File: config.mk
export PLATFORM = sky130hd
export DESIGN_NAME = one_wire_bus_master_core
export DESIGN_NICKNAME = d
export VERILOG_FILES = /design/src/hdl/owb_pkg.sv /design/src/hdl/owb_cfg.sv /design/src/hdl/owb_step.sv /design/src/hdl/one_wire_bus_master_core.sv
export SDC_FILE = /design/constraint.sdc
export NUM_CORES = 1
export LEC_CHECK = 0
export BUFFER_PORTS_ARGS = -buffer_cell sky130_fd_sc_hd__buf_2
export CORE_UTILIZATION = 49
export CTS_CLUSTER_SIZE = 25
export DETAILED_ROUTE_END_ITERATION = 10
export PLACE_DENSITY = 0.75
export SKIP_CTS_REPAIR_TIMING = 1
export SLEW_MARGIN = 5
export SYNTH_ARGS = -nofsm -noshare
export SYNTH_HDL_FRONTEND = slang
export SYNTH_SLANG_ARGS = --single-unit
File: constraint.sdc
create_clock -name clk_i -period 12.05 [get_ports clk_i]
set_input_delay 2.41 -clock clk_i [delete_from_list [all_inputs] [get_ports clk_i]]
set_output_delay 2.41 -clock clk_i [all_outputs]
set_load 0.05 [all_outputs]
File: src/hdl/owb_pkg.sv
// shared types and constants for the one-wire bus master core
package owb_pkg;

  // command codes carried in the action field
  typedef enum logic [2:0] {
    ACT_TICK  = 3'd0,
    ACT_RESET = 3'd1,
    ACT_WBYTE = 3'd2,
    ACT_RBYTE = 3'd3,
    ACT_WBIT  = 3'd4,
    ACT_RBIT  = 3'd5
  } act_e;

  // configuration register indexes
  typedef enum logic [2:0] {
    CFG_RESET_LOW     = 3'd0,
    CFG_PRESENCE_WAIT = 3'd1,
    CFG_RESET_TAIL    = 3'd2,
    CFG_WRITE_ONE_LOW = 3'd3,
    CFG_WRITE_ZERO_LOW = 3'd4,
    CFG_WRITE_SLOT    = 3'd5,
    CFG_READ_LOW      = 3'd6,
    CFG_READ_SAMPLE   = 3'd7
  } cfg_idx_e;

  // bus phase, one-hot
  typedef enum logic [3:0] {
    PH_IDLE = 4'b0001,
    PH_LOW  = 4'b0010,
    PH_WAIT = 4'b0100,
    PH_TAIL = 4'b1000
  } phase_e;

  localparam int unsigned CFG_DATA_W = 10;

  localparam logic [3:0] BITS_PER_BYTE   = 4'd8;
  localparam logic [9:0] READ_TAIL_TICKS = 10'd55;

  // register reset values
  localparam logic [9:0] RST_RESET_LOW      = 10'd480;
  localparam logic [9:0] RST_PRESENCE_WAIT  = 10'd70;
  localparam logic [9:0] RST_RESET_TAIL     = 10'd410;
  localparam logic [6:0] RST_WRITE_ONE_LOW  = 7'd6;
  localparam logic [6:0] RST_WRITE_ZERO_LOW = 7'd60;
  localparam logic [7:0] RST_WRITE_SLOT     = 8'd70;
  localparam logic [5:0] RST_READ_LOW       = 6'd3;
  localparam logic [5:0] RST_READ_SAMPLE    = 6'd10;

  typedef struct packed {
    logic [9:0] reset_low_time;
    logic [9:0] presence_wait_time;
    logic [9:0] reset_tail_time;
    logic [6:0] write_one_low_time;
    logic [6:0] write_zero_low_time;
    logic [7:0] write_slot_time;
    logic [5:0] read_low_time;
    logic [5:0] read_sample_delay;
  } cfg_t;

  typedef struct packed {
    logic [2:0] action;
    logic [7:0] data_byte;
    logic       line_level;
  } in_item_t;

  typedef struct packed {
    logic       drive_low;
    logic       busy_res;
    logic       done_res;
    logic       presence;
    logic [7:0] read_data;
    logic       rejected;
  } out_item_t;

  typedef struct packed {
    phase_e     phase;
    logic [9:0] time_count;
    logic [2:0] operation;
    logic [7:0] shift_data;
    logic [3:0] slots_left;
    logic       presence_flag;
  } state_t;

endpackage

File: src/hdl/owb_cfg.sv
// timing configuration registers of the one-wire bus master
module owb_cfg (
  input  logic                             clk_i,
  input  logic                             rst_ni,
  input  logic                             cfg_we_i,
  input  logic [2:0]                       cfg_addr_i,
  input  logic [owb_pkg::CFG_DATA_W-1:0]   cfg_wdata_i,
  output owb_pkg::cfg_t                    cfg_o
);

  owb_pkg::cfg_t cfg_q;

  always_ff @(posedge clk_i or negedge rst_ni) begin
    if (!rst_ni) begin
      cfg_q.reset_low_time      <= owb_pkg::RST_RESET_LOW;
      cfg_q.presence_wait_time  <= owb_pkg::RST_PRESENCE_WAIT;
      cfg_q.reset_tail_time     <= owb_pkg::RST_RESET_TAIL;
      cfg_q.write_one_low_time  <= owb_pkg::RST_WRITE_ONE_LOW;
      cfg_q.write_zero_low_time <= owb_pkg::RST_WRITE_ZERO_LOW;
      cfg_q.write_slot_time     <= owb_pkg::RST_WRITE_SLOT;
      cfg_q.read_low_time       <= owb_pkg::RST_READ_LOW;
      cfg_q.read_sample_delay   <= owb_pkg::RST_READ_SAMPLE;
    end else if (cfg_we_i) begin
      unique case (owb_pkg::cfg_idx_e'(cfg_addr_i))
        owb_pkg::CFG_RESET_LOW:      cfg_q.reset_low_time      <= cfg_wdata_i[9:0];
        owb_pkg::CFG_PRESENCE_WAIT:  cfg_q.presence_wait_time  <= cfg_wdata_i[9:0];
        owb_pkg::CFG_RESET_TAIL:     cfg_q.reset_tail_time     <= cfg_wdata_i[9:0];
        owb_pkg::CFG_WRITE_ONE_LOW:  cfg_q.write_one_low_time  <= cfg_wdata_i[6:0];
        owb_pkg::CFG_WRITE_ZERO_LOW: cfg_q.write_zero_low_time <= cfg_wdata_i[6:0];
        owb_pkg::CFG_WRITE_SLOT:     cfg_q.write_slot_time     <= cfg_wdata_i[7:0];
        owb_pkg::CFG_READ_LOW:       cfg_q.read_low_time       <= cfg_wdata_i[5:0];
        owb_pkg::CFG_READ_SAMPLE:    cfg_q.read_sample_delay   <= cfg_wdata_i[5:0];
        default: ;
      endcase
    end
  end

  assign cfg_o = cfg_q;

endmodule

File: src/hdl/owb_step.sv
// next-state and result logic for one microsecond tick
module owb_step (
  input  owb_pkg::state_t    state_i,
  input  owb_pkg::cfg_t      cfg_i,
  input  owb_pkg::in_item_t  item_i,
  output owb_pkg::state_t    state_o,
  output owb_pkg::out_item_t res_o
);

  // zero durations count as one tick
  function automatic logic [9:0] at_least_one(input logic [9:0] v);
    at_least_one = (v == 10'd0) ? 10'd1 : v;
  endfunction

  function automatic logic is_wr(input logic [2:0] op);
    is_wr = (op == owb_pkg::ACT_WBYTE) || (op == owb_pkg::ACT_WBIT);
  endfunction

  function automatic logic is_rd(input logic [2:0] op);
    is_rd = (op == owb_pkg::ACT_RBYTE) || (op == owb_pkg::ACT_RBIT);
  endfunction

  function automatic logic [6:0] wr_low(input logic sh0, input owb_pkg::cfg_t c);
    logic [6:0] v;
    v = sh0 ? c.write_one_low_time : c.write_zero_low_time;
    wr_low = (v == 7'd0) ? 7'd1 : v;
  endfunction

  // length of the low phase that opens a slot
  function automatic logic [9:0] start_len(input logic [2:0] op, input logic sh0,
                                           input owb_pkg::cfg_t c);
    if (op == owb_pkg::ACT_RESET) begin
      start_len = at_least_one(c.reset_low_time);
    end else if (is_wr(op)) begin
      start_len = {3'd0, wr_low(sh0, c)};
    end else begin
      start_len = at_least_one({4'd0, c.read_low_time});
    end
  endfunction

  owb_pkg::state_t st;
  logic [2:0]      act;
  logic            cmd;
  logic            do_end;
  logic [6:0]      low;
  logic [7:0]      rel;
  logic [9:0]      tail_len;

  always_comb begin
    st       = state_i;
    res_o    = '0;
    act      = item_i.action;
    cmd      = (act >= owb_pkg::ACT_RESET) && (act <= owb_pkg::ACT_RBIT);
    do_end   = 1'b0;
    low      = '0;
    rel      = '0;
    tail_len = '0;

    if (st.phase != owb_pkg::PH_LOW && st.phase != owb_pkg::PH_WAIT &&
        st.phase != owb_pkg::PH_TAIL) begin
      st.phase = owb_pkg::PH_IDLE;
    end

    if (st.phase == owb_pkg::PH_IDLE) begin
      if (cmd) begin
        st.operation  = act;
        st.slots_left = (act == owb_pkg::ACT_WBYTE || act == owb_pkg::ACT_RBYTE) ?
                        owb_pkg::BITS_PER_BYTE : 4'd1;
        if (act == owb_pkg::ACT_WBYTE) begin
          st.shift_data = item_i.data_byte;
        end else if (act == owb_pkg::ACT_WBIT) begin
          st.shift_data = {7'd0, item_i.data_byte[0]};
        end else begin
          st.shift_data = 8'd0;
        end
        st.phase      = owb_pkg::PH_LOW;
        st.time_count = start_len(act, st.shift_data[0], cfg_i);
      end
    end else if (cmd) begin
      res_o.rejected = 1'b1;
    end

    if (st.phase != owb_pkg::PH_IDLE) begin
      res_o.busy_res  = 1'b1;
      res_o.drive_low = (st.phase == owb_pkg::PH_LOW);

      // sample on the last tick of the wait phase
      if (st.phase == owb_pkg::PH_WAIT && st.time_count == 10'd1) begin
        if (st.operation == owb_pkg::ACT_RESET) begin
          st.presence_flag = ~item_i.line_level;
        end else if (st.operation == owb_pkg::ACT_RBYTE) begin
          st.shift_data = {item_i.line_level, st.shift_data[7:1]};
        end else if (st.operation == owb_pkg::ACT_RBIT) begin
          st.shift_data = {7'd0, item_i.line_level};
        end
      end

      if (st.time_count != 10'd0) begin
        st.time_count = st.time_count - 10'd1;
      end

      if (st.time_count == 10'd0) begin
        unique case (st.phase)
          owb_pkg::PH_LOW: begin
            if (is_wr(st.operation)) begin
              low = wr_low(st.shift_data[0], cfg_i);
              rel = (cfg_i.write_slot_time > {1'b0, low}) ?
                    cfg_i.write_slot_time - {1'b0, low} : 8'd0;
              if (rel == 8'd0) begin
                do_end = 1'b1;
              end else begin
                st.phase      = owb_pkg::PH_TAIL;
                st.time_count = {2'd0, rel};
              end
            end else begin
              st.phase      = owb_pkg::PH_WAIT;
              st.time_count = at_least_one((st.operation == owb_pkg::ACT_RESET) ?
                                           cfg_i.presence_wait_time :
                                           {4'd0, cfg_i.read_sample_delay});
            end
          end
          owb_pkg::PH_WAIT: begin
            tail_len = (st.operation == owb_pkg::ACT_RESET) ?
                       cfg_i.reset_tail_time : owb_pkg::READ_TAIL_TICKS;
            if (tail_len == 10'd0) begin
              do_end = 1'b1;
            end else begin
              st.phase      = owb_pkg::PH_TAIL;
              st.time_count = tail_len;
            end
          end
          owb_pkg::PH_TAIL: begin
            do_end = 1'b1;
          end
          default: ;
        endcase
      end

      if (do_end) begin
        if (is_wr(st.operation)) begin
          st.shift_data = {1'b0, st.shift_data[7:1]};
        end
        if (st.slots_left > 4'd1) begin
          st.slots_left = st.slots_left - 4'd1;
          st.phase      = owb_pkg::PH_LOW;
          st.time_count = start_len(st.operation, st.shift_data[0], cfg_i);
        end else begin
          st.slots_left = 4'd0;
          st.phase      = owb_pkg::PH_IDLE;
          st.time_count = 10'd0;
          res_o.done_res = 1'b1;
          if (is_rd(st.operation)) begin
            res_o.read_data = st.shift_data;
          end
        end
      end
    end

    res_o.presence = st.presence_flag;
    state_o        = st;
  end

endmodule

File: src/hdl/one_wire_bus_master_core.sv
// top level of the one-wire bus master core
//
// usage:
//   every request on the input channel is one microsecond tick: an action
//   (tick only, bus reset, write/read byte, write/read bit), a data byte and
//   the bus level sampled during that microsecond. each accepted request gives
//   exactly one result: line drive, busy, done pulse, presence and read data,
//   plus a rejected flag when a command came in while an operation ran.
//   the result is registered: it shows on the output channel in the cycle after
//   the request is taken, and a new request is taken every cycle as long as
//   the output register is empty or being drained (one tick per cycle).
//   the bus sequencer updates only on accepted ticks, so stalls on either side
//   stretch nothing but wall-clock time; the bus timing is counted in ticks.
//   if the receiver stalls, the result holds and in_ready_o drops until it
//   is taken.
//   timing registers are to be written through the cfg port while idle; the
//   block does not enforce this, and a write is used from the next phase change on.
//   reset puts the sequencer idle, clears presence and loads default timing
//   (480/70/410 us reset, 6/60/70 us write, 3/10 us read).
module one_wire_bus_master_core (
  input  logic                           clk_i,
  input  logic                           rst_ni,
  // timing configuration writes
  input  logic                           cfg_we_i,
  input  logic [2:0]                     cfg_addr_i,
  input  logic [owb_pkg::CFG_DATA_W-1:0] cfg_wdata_i,
  // tick requests
  input  logic                           in_valid_i,
  output logic                           in_ready_o,
  input  owb_pkg::in_item_t              in_data_i,
  // per-tick results
  output logic                           out_valid_o,
  input  logic                           out_ready_i,
  output owb_pkg::out_item_t             out_data_o
);

  owb_pkg::cfg_t      cfg;
  owb_pkg::state_t    state_q, state_d;
  owb_pkg::out_item_t res_d, out_data_q;
  logic               out_valid_q;
  logic               accept;

  owb_cfg u_cfg (
    .clk_i       (clk_i),
    .rst_ni      (rst_ni),
    .cfg_we_i    (cfg_we_i),
    .cfg_addr_i  (cfg_addr_i),
    .cfg_wdata_i (cfg_wdata_i),
    .cfg_o       (cfg)
  );

  // whole tick evaluated between the state register and the result register
  owb_step u_step (
    .state_i (state_q),
    .cfg_i   (cfg),
    .item_i  (in_data_i),
    .state_o (state_d),
    .res_o   (res_d)
  );

  // take a request whenever the result slot is free or draining this cycle
  assign in_ready_o = !out_valid_q || out_ready_i;
  assign accept     = in_valid_i && in_ready_o;

  // sequencer state advances one tick per accepted request
  always_ff @(posedge clk_i or negedge rst_ni) begin
    if (!rst_ni) begin
      state_q.phase         <= owb_pkg::PH_IDLE;
      state_q.time_count    <= '0;
      state_q.operation     <= '0;
      state_q.shift_data    <= '0;
      state_q.slots_left    <= '0;
      state_q.presence_flag <= 1'b0;
    end else if (accept) begin
      state_q <= state_d;
    end
  end

  always_ff @(posedge clk_i or negedge rst_ni) begin
    if (!rst_ni) begin
      out_valid_q <= 1'b0;
    end else if (accept) begin
      out_valid_q <= 1'b1;
    end else if (out_ready_i) begin
      out_valid_q <= 1'b0;
    end
  end

  // result payload, no reset needed
  always_ff @(posedge clk_i) begin
    if (accept) begin
      out_data_q <= res_d;
    end
  end

  assign out_valid_o = out_valid_q;
  assign out_data_o  = out_data_q;

  // idle sequencer holds no leftover slot count or timer
  a_idle_clean: assert property (@(posedge clk_i) disable iff (!rst_ni)
    (state_q.phase == owb_pkg::PH_IDLE) |->
      (state_q.slots_left == 4'd0 && state_q.time_count == 10'd0))
    else $error("idle phase with pending slots or timer");

  // an active phase always has ticks left
  a_active_timer: assert property (@(posedge clk_i) disable iff (!rst_ni)
    (state_q.phase != owb_pkg::PH_IDLE) |-> (state_q.time_count != 10'd0))
    else $error("active phase with zero timer");

  // read data only shows on a completion tick
  a_rdata_on_done: assert property (@(posedge clk_i) disable iff (!rst_ni)
    (out_valid_o && out_data_o.read_data != 8'd0) |-> out_data_o.done_res)
    else $error("read data outside a done tick");

  // a command is only rejected while the bus is busy
  a_reject_busy: assert property (@(posedge clk_i) disable iff (!rst_ni)
    (out_valid_o && out_data_o.rejected) |-> out_data_o.busy_res)
    else $error("rejected flag on an idle tick");

endmodule

==> run metrics, run 1 <==
met2 wire length 9.694 mm; H-Tree Depth 3; syn avg cell area 9.700 µm²; worst hold path startpoint state_q[22]; post-synthesis net count 799; met3 wire length 1.595 mm; Final nets 825; vias after detailed routing 6,430; initial antenna violation count 0; Crit. End Element flip-flop; 1st-iter DRT viols 642; CTS tree yes; Hold Fails Final Rpt 0; Max Clock Skew 0.01157 ns; post-synthesis cell area 0.007323 mm²; fin cells 970; status finished, final reports clean; fin. max-slew vios 0; PwrDens 190.9 mW/mm²; Area Overhead vs Synth 8.662%; worst-path fanout max 10; DR top layer met4; n_diodes 0; max-cap violations 0; clk buf depth 2; Synth Area in Compound Gates 22.23%; #FFs+latches synth 108; Die Span X 124.3 µm; DP HPWL 15.57 mm; clk_lat worst skew 0.37 ns; Final Cycle Share 85.35%; pin count of the biggest net entering global routing 63; Final setup violation count 0; DRT met1 WL 9.201 mm; reg2reg end state_q[10]; Initial Utilization 50.39%; drt first pass iters 5; GP Congestion 0.9471; Setup crit start kind input pin; Final WS setup 1.765 ns; R2R depth 26; CTS root buf clkbuf_16; largest family of logic cells by synthesized area compound AO/OA/AOI/OAI gates; die area 0.01544 mm²; first-pass GRT wire length 33.95 mm; setup TNS 0 ns; CTS Buf Count 9; WP data required 12.34 ns; fin crit period 10.29 ns; Worst Tran Pin Value 1.305 ns; number of global-route vias before repair 6,075; Rows 44; post-synthesis async set-or-reset flop share 87.96%; xor/xnor cell area share of the yosys netlist 1.059%; Total GRT Usage 28.09%; antenna-violating nets left 0; post-DR vias/cell 6.629; total gr overflow 0; Worst R2R Setup Slack 3.55 ns; clock sinks 108; synth unique cells 96; layout cells sized above 1 24.68%; mux cell area share after synthesis 15.55%; Leakage 3.182 nW; type of the worst min-delay path reg -> reg; # placed instances 954; wirelength, routed 21.40 mm; hold depth 2; Synth Instances 755; YS warnings 0; PortBufs 44; RSZ-0062 raised after global routing false; per-cell routed wire length 22.06 µm; DP Worst Slack 1.550 ns; critical path type in -> reg; worst vdd ir 0.1175 mV; filler cell count 1,350; ys flop type dfrtp_1; CTS clock-pin slew for the worst setup and hold paths 0.09 ns; DRC 0; Post-synth EDFFs 13; share of the yosys chip area belonging to registers 38.24%; max-slew headroom at the worst pin 12.50%; Post-Synth Adder-Cell Area 2.631%; simple-gate area share of the yosys netlist 16.68%; fmax 97.23 MHz; WP data arrival 10.57 ns; chip height 124.3 µm; Ports 45; placeable core area 0.01453 mm²; worst r2r src state_q[27]; Hold EP state_q[22]
-- cell families after synthesis --
logic type	count (synthesis)
simple gates	235
compound gates	228
flops	108
mux	104
buf+inv	57
fa+ha+maj	15
xor+xnor	8
-- worst max path at each step --
stage,startpoint,to,slack (ns),cells after the start
after CTS,in_data_i[11],state_q[10],1.94,25
final,in_data_i[1],state_q[10],1.76,26
after global placement,in_data_i[11],state_q[10],1.83,25
after floorplan,in_data_i[11],state_q[10],3.14,30
after detailed placement,in_data_i[1],state_q[10],1.55,26
after global routing,in_data_i[1],state_q[10],1.23,26
-- where the power goes --
part	leakage, nW	total (W)	switching, W	internal (W)
clock	0.148	0.000307	0.000159	0.000148
combinational	1.80	0.000667	0.000400	0.000267
sequential	1.23	0.000545	0.0000820	0.000463
-- routing by layer --
metal	global-route usage [%]	vias to the layer above
met1	38.24	3123
met3	5.412	70
li1	-	2935
met5	0	-
met2	42.90	302
met4	13.47	0
-- state kept, by name (all words and copies together), names as in the netlist --
name and cells:
u_cfg.cfg_o 64, out_valid_o 1, state_q 30, out_data_o 13
-- cell usage after synthesis, types with 6 or more instances --
cell type,instances,area (µm²)
edfxtp_1,13,390.4
nand2b_1,8,50.05
buf_2,8,40.04
nand3_1,8,40.04
nor4_1,10,62.56
nor3_1,18,90.09
clkbuf_1,21,78.83
o21ai_0,42,210.2
o21ai_1,7,35.03
and2_1,12,75.07
a21boi_0,6,45.04
dfrtp_1,69,1727
nor2_1,75,281.5
a22oi_1,7,52.55
mux2i_1,29,290.3
ha_1,13,162.7
mux2_2,70,788.3
a211oi_1,8,60.06
o22ai_1,13,81.33
inv_1,18,67.56
o31a_1,7,61.31
a22o_1,18,157.7
a31oi_1,14,87.58
nand2_1,54,202.7
dfstp_2,26,683.2
a21oi_1,36,180.2
-- critical path, cell delays in order --
cell and delay [ns]:
buf_2 0.26, mux2i_1 0.30, a21oi_1 0.10, o311ai_0 0.68, nor2_1 0.08, a21oi_1 0.30, ha_1 0.20, and2_1 0.11
o2111ai_1 0.25, or4_1 0.74, a22oi_2 0.68, mux2i_1 0.28, nand2_1 0.11, o21ai_1 0.07, ha_1 0.21, fa_1 0.40
nand2b_1 0.18, a21oi_1 0.17, xnor2_1 0.16, or4b_2 0.60, o32ai_1 0.45, a31oi_1 0.32, nor4_1 0.34, nand4bb_1 0.50
mux2_1 0.50, a31oi_1 0.16
-- layout make-up --
cell class / instances / area, µm² / share of cell area (%)
Clock buffer: 9 / 225.2 / 2.830
Clock inverter: 7 / 78.83 / 0.9906
Inverter: 18 / 67.56 / 0.8491
Multi-Input combinational cell: 590 / 4258 / 53.51
Sequential cell: 108 / 2800 / 35.19
Tap cell: 184 / 230.2 / 2.893
Timing Repair Buffer: 54 / 297.8 / 3.742
-- layout by cell type (no fill, tap or decap), types with 11 or more instances in the layout --
master and instances:
a22o_1 18, o21ai_0 42, o22ai_1 13, mux2_2 70, mux2i_1 29, dfrtp_1 69
buf_4 11, nand2_1 54, dfstp_2 26, edfxtp_1 13, buf_2 43, a21oi_1 36
and2_1 12, nor3_1 18, a31oi_1 14, ha_1 13, inv_1 18, nor2_1 75
-- through the flow --
stage / hold slack (ns) / util, % / instance area, µm² / power [W]
final: 0.5022 / 54.75 / 7958 / 0.001519
after detailed placement: 0.4860 / 52.66 / 7654 / 0.001199
after global placement: 0.4793 / 52.66 / 7654 / 0.001192
after global routing: 0.5332 / 54.75 / 7958 / 0.001604
after floorplan: 0.4514 / - / 7323 / 0.001024
after CTS: 0.5073 / 54.75 / 7958 / 0.001505
Power figures use the tool's default switching activity.
==> run 2: changes to the inputs <==
--- a/config.mk
+++ b/config.mk
@@ -5,11 +5,12 @@
 export SDC_FILE = /design/constraint.sdc
 export NUM_CORES = 1
 export LEC_CHECK = 0
+export ABC_AREA = 1
 export BUFFER_PORTS_ARGS = -buffer_cell sky130_fd_sc_hd__buf_2
 export CORE_UTILIZATION = 49
 export CTS_CLUSTER_SIZE = 25
 export DETAILED_ROUTE_END_ITERATION = 10
-export PLACE_DENSITY = 0.75
+export PLACE_DENSITY = 0.74
 export SKIP_CTS_REPAIR_TIMING = 1
 export SLEW_MARGIN = 5
 export SYNTH_ARGS = -nofsm -noshare
==> run metrics, run 2 <==
hold depth 2; worst hold path startpoint state_q[22]; most frequent cell after synthesis nand2_1; DP Worst Slack 3.251 ns; post-synthesis net count 1,105; CTS root buf clkbuf_16; per-cell routed wire length 16.22 µm; H-Tree Depth 3; Placed Area 0.007754 mm²; #FFs+latches synth 108; commonest non-fill, non-tap cell in the layout nand2_1; vias after detailed routing 7,061; post-synthesis cell area 0.007421 mm²; number of global-route vias before repair 6,661; reg2reg end state_q[1]; Setup crit start kind input pin; setup TNS 0 ns; synth top area cells dfrtp_1, nand2_1, dfstp_2; switching portion of total power 46.23%; worst vdd ir 0.1297 mV; fmax 116.9 MHz; Total GRT Usage 27.52%; Leakage 3.965 nW; Final setup violation count 0; worst r2r src state_q[27]; CTS Buf Count 9; placeable core area 0.01464 mm²; ys flop type dfrtp_1; pin count of the biggest net entering global routing 56; total design power 0.001625 W; CTS clock-pin slew for the worst setup and hold paths 0.07 ns; CTS tree yes; Max Clock Skew 0.01018 ns; DP HPWL 15.19 mm; drt first pass iters 8; clk buf depth 2; post-DR vias/cell 5.534; Hold Fails Final Rpt 0; max FFs per register 64; post-synthesis async set-or-reset flop share 87.96%; fin crit period 8.553 ns; Rows 44; slowest CP cell nor2_1; Worst Tran Pin Value 1.015 ns; PwrDens 201.1 mW/mm²; CP peak stage delay 0.59 ns; initial antenna violation count 0; fin. max-slew vios 0; antenna-violating nets left 0; WP data arrival 8.80 ns; Final Cycle Share 70.98%; DRC 0; Ports 45; Post-synth EDFFs 13; R2R depth 34; PortBufs 44; wirelength, routed 20.69 mm; critical path type in -> reg; top-area cell type share of the netlist area 23.27%; status finished, final reports clean; max-slew headroom at the worst pin 31.78%; clk_lat worst skew 0.37 ns; layout cells sized above 1 15.38%; YS warnings 0; Crit. End Element flip-flop; type of the worst min-delay path reg -> reg; Hold EP state_q[22]; Worst R2R Setup Slack 5.18 ns; Yosys top cell by area dfrtp_1; Clock power frac 20.0%; Post-synth top cells nand2_1, o21ai_0, inv_1, dfrtp_1, nand3_1; synth unique cells 55; Initial Utilization 50.67%; RSZ-0062 raised after global routing false; total gr overflow 0; chip height 125.1 µm; share of the yosys chip area belonging to registers 37.73%; die area 0.01564 mm²; worst-path fanout max 18; P_int 0.0008737 W; Synth Instances 1,061; clock sinks 108; hold_ws 0.4801 ns; 1st-iter DRT viols 600; WP data required 12.29 ns; Die Span X 125.1 µm; Comb power frac 48.7%; n_diodes 0; Final nets 1,131; Finished Cell Area 0.008082 mm²; GP Congestion 1.025; first-pass GRT wire length 33.69 mm; commonest non-fill, non-tap cells in the layout nand2_1, o21ai_0, inv_1; syn avg cell area 6.994 µm²; net switching power figure 0.0007511 W; sequential cell fraction of total power 31.3%; most frequent CP cell nand2_1; max-cap violations 0; Area Overhead vs Synth 8.902%; Final WS setup 3.497 ns
-- run 2: worst max-delay path by stage --
stage / from / end / slack (ns) / cells after the start
6_report: in_data_i[10] / state_q[1] / 3.50 / 35
4_1_cts: in_data_i[10] / state_q[1] / 3.64 / 33
3_3_place_gp: in_data_i[10] / state_q[1] / 3.55 / 33
2_1_floorplan: in_data_i[1] / state_q[1] / 4.53 / 37
5_1_grt: in_data_i[10] / state_q[1] / 2.63 / 36
3_5_place_dp: in_data_i[10] / state_q[1] / 3.25 / 33
-- run 2: worst max-delay path, delay by kind of cell --
family,cells,cell delay [ns]
compound gates,8,1.47
fa+ha+maj,3,0.81
buf+inv,6,0.81
simple gates,18,3.29
-- run 2: per-layer routing --
layer	track usage, %	share of wire, %	wire, µm
met5	0	0	0
met4	13.34	4.2	866
met3	4.450	7.0	1440
met2	44.63	45	9413
met1	35.90	43	8974
-- run 2: layout make-up --
class / instances / area (µm²)
fill: 1412 / 6563
multi-input combinational: 783 / 3943
sequential: 108 / 2800
inverter: 134 / 505.5
timing repair buffer: 51 / 275.3
tap: 184 / 230.2
clock buffer: 9 / 225.2
clock inverter: 7 / 102.6
-- run 2: power by group through the flow --
| stage | Clock, W | Combinational, W | Sequential [W] |
|---|---|---|---|
| 2_1_floorplan | 0 | 0.000577 | 0.000509 |
| 3_3_place_gp | 0 | 0.000767 | 0.000513 |
| 3_5_place_dp | 0 | 0.000771 | 0.000514 |
| 4_1_cts | 0.000331 | 0.000777 | 0.000507 |
| 5_1_grt | 0.000343 | 0.000883 | 0.000518 |
| 6_report | 0.000325 | 0.000791 | 0.000509 |
-- run 2: logic make-up after synthesis --
family / share of synthesized area (%)
flip-flops: 37.73
AO/OA/AOI/OAI: 16.02
adder cells (fa/ha/maj): 2.462
buffers and inverters: 9.138
XOR/XNOR: 1.163
AND/OR/NAND/NOR: 33.08
multiplexers: 0.4047
-- run 2: through the flow --
step	std cells	utilization, %
global route	1276	55.19
CTS	1276	55.19
global placement	1260	52.95
detailed placement	1260	52.95
floorplan	1061	-
finish	1276	55.19
==> run 3: changes to the inputs <==
--- a/config.mk
+++ b/config.mk
@@ -10,7 +10,7 @@
 export CORE_UTILIZATION = 49
 export CTS_CLUSTER_SIZE = 25
 export DETAILED_ROUTE_END_ITERATION = 10
-export PLACE_DENSITY = 0.74
+export PLACE_DENSITY = 0.77
 export SKIP_CTS_REPAIR_TIMING = 1
 export SLEW_MARGIN = 5
 export SYNTH_ARGS = -nofsm -noshare
==> constraint.sdc (replaced) <==
create_clock -name clk_i -period 6.92 [get_ports clk_i]
set_input_delay 1.384 -clock clk_i [delete_from_list [all_inputs] [get_ports clk_i]]
set_output_delay 1.384 -clock clk_i [all_outputs]
set_load 0.05 [all_outputs]
==> run metrics, run 3 (synthesized netlist as in run 2, its figures left out) <==
Final setup violation count 0; type of the worst min-delay path reg -> reg; die area 0.01564 mm²; GP Congestion 0.9346; filler cell count 1,405; Top Usage Layer GRT met2; clk_lat worst skew 0.37 ns; CTS clock-pin slew for the worst setup and hold paths 0.08 ns; slowest CP cell fa_1; met1 Track Usage GR 37.76%; first-pass GRT wire length 34.74 mm; wirelength, routed 20.76 mm; met2 Resource Use GR 45.48%; layout cells sized above 1 17.68%; most frequent CP cell nand2_1; reg2reg end state_q[21]; fin. max-slew vios 0; Hold Fails Final Rpt 0; Setup crit start kind input pin; setup TNS 0 ns; n_diodes 0; Max Clock Skew 0.01171 ns; chip height 125.1 µm; pin count of the biggest net entering global routing 70; Final Cycle Share 92.82%; drt first pass iters 7; initial antenna violation count 0; Total GRT Usage 28.20%; Area Overhead vs Synth 11.40%; Leakage 4.081 nW; WP data arrival 6.68 ns; worst-path fanout max 15; Crit. End Element flip-flop; max FFs per register 64; Ports 45; CTS root buf clkbuf_16; RSZ-0062 raised after global routing false; CTS tree yes; crit path launch in_data_i[10]; Worst R2R Setup Slack 1.25 ns; Multi-input gate area 0.003956 mm²; total design power 0.002871 W; clock sinks 108; Critical path destination state_q[21]; critical path type in -> reg; placeable core area 0.01464 mm²; Die Span X 125.1 µm; grt met3 use 4.878%; 1st-iter DRT viols 671; PortBufs 44; per-cell routed wire length 15.92 µm; CTS Buf Count 9; commonest non-fill, non-tap cell in the layout nand2_1; max-cap violations 0; commonest non-fill, non-tap cells in the layout nand2_1, o21ai_0, inv_1; DRC 0; antenna-violating nets left 0; total gr overflow 0; Initial Utilization 50.67%; fin crit period 6.423 ns; Seq. cell area 0.002800 mm²; Worst Tran Pin Value 1.221 ns; DP HPWL 15.51 mm; WP data required 7.18 ns; max-slew headroom at the worst pin 18.49%; CP peak stage delay 0.41 ns; worst vdd ir 0.1415 mV; vias after detailed routing 7,174; status finished, final reports clean; worst r2r src state_q[27]; H-Tree Depth 3; Rows 44; post-DR vias/cell 5.502; clk buf depth 2; R2R depth 38; number of global-route vias before repair 6,781; PwrDens 347.3 mW/mm²; Final nets 1,159; fmax 155.7 MHz
## run 3: power breakdown
group / total [W] / switching [W] / leakage, nW / internal [W]
sequential: 0.000886 / 0.0000926 / 1.28 / 0.000793
combinational: 0.00147 / 0.000977 / 2.67 / 0.000491
clock: 0.000517 / 0.000257 / 0.138 / 0.000260
total: 0.00287 / 0.00133 / 4.08 / 0.00154
## run 3: worst min-delay path by stage
| stage | from | to | slack [ns] | cells past startpoint |
|---|---|---|---|---|
| CTS | state_q[17] | state_q[17] | 0.48 | 2 |
| floorplan | state_q[17] | state_q[17] | 0.44 | 2 |
| detailed placement | state_q[17] | state_q[17] | 0.46 | 2 |
| global route | state_q[17] | state_q[17] | 0.50 | 2 |
| global placement | state_q[17] | state_q[17] | 0.46 | 2 |
| finish | state_q[23] | state_q[23] | 0.49 | 2 |
## run 3: cell type report
class | count | area share (%)
timing repair buffer | 79 | 5.873
clock buffer | 11 | 2.936
sequential | 108 | 33.87
clock inverter | 5 | 0.5449
multi-input combinational | 783 | 47.86
tap | 184 | 2.785
inverter | 134 | 6.130
## run 3: routing by layer
| metal | wire, µm | part of all wire (%) | up-vias |
|---|---|---|---|
| li1 | - | - | 3559 |
| met5 | 0 | 0 | - |
| met4 | 705 | 3.4 | 0 |
| met3 | 1138 | 5.5 | 52 |
| met2 | 9482 | 46 | 228 |
| met1 | 9429 | 45 | 3335 |
## run 3: through the flow
step | setup slack [ns] | cells | util, % | hold slack, ns | instance area, µm²
2_1_floorplan | 0.4251 | 1061 | - | 0.4412 | 7421
3_3_place_gp | -0.06038 | 1288 | 54.38 | 0.4603 | 7964
3_5_place_dp | -0.2910 | 1288 | 54.38 | 0.4625 | 7964
4_1_cts | 0.05188 | 1304 | 56.35 | 0.4814 | 8252
5_1_grt | 0.03562 | 1304 | 56.45 | 0.5025 | 8267
6_report | 0.4970 | 1304 | 56.45 | 0.4852 | 8267
## run 3: worst max-delay path, delay by kind of cell
kind / cells / cell delay, ns
fa+ha+maj: 3 / 0.78
simple gates: 30 / 3.36
buf+inv: 5 / 0.42
compound gates: 5 / 0.76
